$ cat src/rtl/kte_fifo.sv
// ----------------------------------------------------------------------------
// kte_fifo
// Small register queue with a first-word view of the oldest item.
// ----------------------------------------------------------------------------
`default_nettype none
module kte_fifo #(
    parameter type t_item = logic [7:0],
    parameter int  DEPTH  = 2
) (
    input  wire   i_clk,
    input  wire   i_rst_n,
    input  wire   i_wr,
    input  t_item i_wdata,
    output logic  o_full,
    input  wire   i_rd,
    output t_item o_rdata,
    output logic  o_empty
);
    localparam int AW = (DEPTH > 1) ? $clog2(DEPTH) : 1;
    localparam int CW = $clog2(DEPTH + 1);

    t_item           r_mem [DEPTH];
    logic [AW-1:0]   r_wp;
    logic [AW-1:0]   r_rp;
    logic [CW-1:0]   r_cnt;
    logic            wr_en;
    logic            rd_en;

    assign o_full  = (r_cnt == CW'(DEPTH));
    assign o_empty = (r_cnt == '0);
    assign wr_en   = i_wr && !o_full;
    assign rd_en   = i_rd && !o_empty;
    assign o_rdata = r_mem[r_rp];

    // storage
    always_ff @(posedge i_clk) begin
        if (wr_en) begin
            r_mem[r_wp] <= i_wdata;
        end
    end

    // pointers and fill count
    always_ff @(posedge i_clk) begin
        if (!i_rst_n) begin
            r_wp  <= '0;
            r_rp  <= '0;
            r_cnt <= '0;
        end else begin
            if (wr_en) begin
                r_wp <= (r_wp == AW'(DEPTH - 1)) ? '0 : r_wp + 1'b1;
            end
            if (rd_en) begin
                r_rp <= (r_rp == AW'(DEPTH - 1)) ? '0 : r_rp + 1'b1;
            end
            r_cnt <= r_cnt + CW'(wr_en) - CW'(rd_en);
        end
    end
endmodule
`default_nettype wire

$ cat config.mk
export PLATFORM = sky130hd
export DESIGN_NAME = kte_fifo
export DESIGN_NICKNAME = d
export VERILOG_FILES = /design/src/rtl/kte_fifo.sv
export SDC_FILE = /design/constraint.sdc
export NUM_CORES = 1
export LEC_CHECK = 0
export BUFFER_PORTS_ARGS = -buffer_cell sky130_fd_sc_hd__buf_4
export CORE_MARGIN = 3
export CORE_UTILIZATION = 40
export CTS_BUF_LIST = sky130_fd_sc_hd__clkbuf_4 sky130_fd_sc_hd__clkbuf_8
export DETAILED_ROUTE_END_ITERATION = 10
export GPL_TIMING_DRIVEN = 1
export PLACE_DENSITY = 0.71
export SYNTH_ARGS = -nofsm -noshare
export SYNTH_HDL_FRONTEND = slang
export SYNTH_SLANG_ARGS = --single-unit
export TNS_END_PERCENT = 20
$ cat constraint.sdc
create_clock -name i_clk -period 1.7 [get_ports i_clk]
set_input_delay 0.085 -clock i_clk [delete_from_list [all_inputs] [get_ports i_clk]]
set_output_delay 0.085 -clock i_clk [all_outputs]
set_load 0.02 [all_outputs]
Word level (Yosys, flattened, before mapping). Memories as Yosys holds them, arrays and structs flattened. A register that Yosys moved wholly into a read port is not among the register bits. Cells that the tools add are included. W data, S select, Z words.

RAM bits: 16. Memories kept: 1. Bits in latches: 0. Logic and storage cells: 20. Bits of input ports: 12. ROM bits: 0. Output and inout bits: 10. Register bits after elaboration: 4.

$add $sub $neg: 4. Magnitude comparators: 0. Bitwise gates (word level): 0. Shifts and indexed selects: 0. Reduce and logical (&&, ||, !) cells: 5. Multiply operators: 0. Equality and inequality tests: 1. Muxes and demuxes: 6. Divide/modulo/power cells: 0.

Memory list: r_mem (depth 2, width 8, read ports 1, clocked after Yosys merged registers in 1, wr ports 1, line 22) `t_item r_mem [DEPTH];`.

Operators by type and width (count): $mux W1 (6); $add A1 B1 Y1 const B (2); $add A2 B1 Y2 (1); $eq A2 B2 Y1 const B (1); $logic_and A1 B1 Y1 (2); $logic_not A1 Y1 (2); $logic_not A2 Y1 (1); $sub A2 B1 Y2 (1).

Logic depth before layout (Yosys ltp).
Word-level depth: 5. Mapped depth: 8. Depth with buffers taken out: 8.

Least setup slack after synthesis. No wires, ideal clock.

Path type: flip-flop to flip-flop. From: register r_cnt[0]. To: register r_cnt[1]. Required time: 1622 ps. Slack: 160 ps. Cell stages (with the launch flop): 9. Path buffers: 0. Period minus slack after synthesis: 1540 ps. Arrival: 1462 ps. Setup time: 78 ps. Path through: dfxtp_1 -> nand2b_1 -> nand2_1 -> ha_1 -> inv_1 -> ha_1 -> xor2_1 -> and2_2 -> nor3_1.

Word-level cells in the longest chain between the ends: 5. Elaborated cells between the ends (all ways): 8. Those cells by class: add/sub (2); eq/ne (1); reduce/logical (5).

Ends and longest elaborated chain: start: declaration (line 25) `logic [CW-1:0] r_cnt;`; start signal: assignment (line 55) `r_cnt <= r_cnt + CW'(wr_en) - CW'(rd_en);`; $eq A2 B2 Y1 (line 29) `assign o_full = (r_cnt == CW'(DEPTH));`; $logic_not A1 Y1 (line 31) `assign wr_en = i_wr && !o_full;`; $logic_and A1 B1 Y1 (line 31); $add A2 B1 Y2 (line 55); $sub A2 B1 Y2 (*) (line 55).

Every way passes the cells marked *; elsewhere a longest branch is shown, timed or not. A chain may end at the register's enable or synchronous reset.

Final worst setup path.
From: register r_cnt[1]. To: register r_cnt[1].

Elaborated cells between the ends (all ways): 8. Those cells by class: add/sub (2); eq/ne (1); reduce/logical (5).

RTL lines: $logic_not A2 Y1 (line 30) `assign o_empty = (r_cnt == '0);`; $logic_not A1 Y1 (line 32) `assign rd_en = i_rd && !o_empty;`; $logic_and A1 B1 Y1 (line 32); via rd_en (line 27) `logic rd_en;`; $sub A2 B1 Y2 (line 55).

The timed path passes the listed nets, and every way through them passes these cells.

==> flow_summary.ini <==
[timing]
fin_skew_ns = 0.00356
relSlewSlack_pct = 74.9
hold_ws_ns = 0.0352
tns_ns = 0
final-hold-violation-count = 0
period_share_pct = 93.4
finalSetupViolCount = 0
min_period_ns = 1.59
rsz0062_at_grt = no
slew_viol_final = 0
worst_pin_slew_ns = 0.375
fmax_mhz = 630

[power_and_ir_drop]
irDropWorstVdd_mv = 0.995
power.leakage_nw = 0.470
p_total_mw = 1.59
pwr_density_cell_nw_per_um2 = 1410

[clock_network]
cts.clk_slew.worst_paths_ns = 0.10
clkLatencyLatePin_ns = 0.28
cts_buffers = 3
cts_tree = yes
clockBufferDepth = 2
cts_htree_levels = 1
clockRootBuffer = clkbuf_4
cts_setup_buffers = 0
cts.sink_count = 21

[global_routing]
antenna_found_initial = 0
grt.busiest_layer = met2
use_met1_pct = 10.5
grt_overflow = 0
grtUsageMet2_pct = 18.5
grt_max_degree = 12
grt_pass1_wl_mm = 1.85
gr-usage-met3_pct = 2.92
track_usage_pct = 10.0
grt_pass1_vias = 448

[finish]
final_area_um2 = 1130
final_cell_mix = 22 x buf_4, 16 x edfxtp_1, 8 x mux2_2, 8 x dlygate4sd3_1, 5 x nor2_1
final_core_util_pct = 61.9
drive_gt1_share_pct = 47.1
diodes = 0
area_growth_pct = 38.7
final_nets = 100
final_common_cell = buf_4

[worst_setup_path]
start_kind = flop
cp_common_cell = ha_1
cp_slowest_stage_delay_ns = 0.36
crit_path_top_delay_cell = dfxtp_2
cp_max_fo = 5
crit_type = reg -> reg
crit_family = adder cells
critPathBufInv = 1
worst_ep_required_time_ns = 1.91
rr_startpoint = r_cnt[1]
ff2ff_setup_slack_ns = 0.11
arrival_ns = 1.80
path_cells = o21a_2 > ha_1 > inv_1 > ha_1 > xor2_1 > and2_2 > nor3_1
crit_start = r_cnt[1]
worstSetupEndpointType = flop

[status]
outcome = completed

[floorplanning]
fp.dieH_um = 51.1
pin_count = 22
fp-row-count = 15
start_util_pct = 44.6
fp.dieW_um = 51.1
core_um2 = 1820
dieArea_um2 = 2610

[drt]
drtAntennaViolNets = 0
vias = 483
drt_pass1_iterations = 3
post_drt_via_cell_ratio = 4.39
drt-initial-drc-count = 4
wl_mm = 1.24
drc = 0
wl_per_cell_um = 11.3

[hold_path]
min_from = i_rst_n
hold_path.class = in -> reg

[synth]
async_flop_share_pct = 0
synth_seq_area_share_pct = 71.5
synth-edff-count = 16
ys_ff_latch = 21
synth_area_um2 = 812
syn_nets = 66
synth_flop_cell = edfxtp_1
yosysWarnings = 0
yosysUniqueCellTypes = 17
avgSynthCellArea_um2 = 15.6
syn_inst = 52

[flow_run]
maxCapViolations = 0

[place]
placedInstanceArea_um2 = 1000
io_buffers = 21
gp_congestion = 0.682
hpwl_um = 870
-- cells in the mapped netlist, drive strengths merged (2+ instances only) --
master  count  area (µm²)
edfxtp     16         480
nand2b      2        12.5
dfxtp       5         100
nor2        5        18.8
mux2        8        90.1
and2        2        13.8
inv         3        11.3
nand2       2        7.51
ha          2        25.0
-- path summary, 6_finish.rpt --
| path | cells past startpoint | end |
|---|---|---|
| max reg2reg | 7 | r_cnt[1] |
| min reg2reg | 2 | r_wp |
| max | 7 | r_cnt[1] |
| min | 2 | r_cnt[0] |
-- sequential cells by signal, summed over array words and instances (netlist names), named ones only --
| register | cells |
|---|---|
| r_cnt | 2 |
| r_mem | 16 |
| r_rp | 1 |
| r_wp | 1 |
-- worst register-to-register path: cells and delay by family (launching register included) --
kind,cells,cell delay (ns)
xor+xnor,1,0.15
compound gates,1,0.23
simple gates,2,0.29
flops,1,0.36
buf+inv,1,0.04
fa+ha+maj,2,0.45
-- per-stage QoR --
step	worst slack [ns]	std cells
2_1_floorplan	0.160	52
3_3_place_gp	0.0840	98
3_5_place_dp	0.0501	98
4_1_cts	0.0433	110
5_1_grt	0.0189	110
6_report	0.112	110
-- where the power goes --
| part | switching, mW | internal [mW] |
|---|---|---|
| Sequential | 0.0768 | 0.675 |
| Clock | 0.130 | 0.107 |
| Combinational | 0.290 | 0.311 |
| Total | 0.497 | 1.09 |
-- timing repair --
action | 4_1_cts | 5_1_grt
hold buffers | 8 | 0
setup endpoints to repair | 0 | 1
gates resized for setup | 0 | 4
endpoints found under the hold margin | 16 | 0
-- cell type report --
| type | count | area (µm²) |
|---|---|---|
| repair buffers | 30 | 245 |
| clock buffers | 4 | 30.0 |
| well taps | 25 | 31.3 |
| flip-flops and latches | 21 | 583 |
| inverters | 3 | 11.3 |
| multi-input cells | 27 | 225 |
| fillers | 153 | 694 |
-- cells by family after synthesis --
kind of cell	count (synthesis)	share of synthesized area, %
AND/OR/NAND/NOR	13	7.86
adder cells (fa/ha/maj)	2	3.08
XOR/XNOR	2	2.16
AO/OA/AOI/OAI	1	1.08
multiplexers	9	12.3
flip-flops	21	71.5
buffers and inverters	4	2.00
-- layer usage --
| layer | routed length (µm) | part of all wire [%] |
|---|---|---|
| met3 | 75 | 6.0 |
| met2 | 653 | 53 |
| met4 | 14 | 1.1 |
| met5 | 0 | 0 |
| met1 | 496 | 40 |
(Power assumes the default switching activity.)
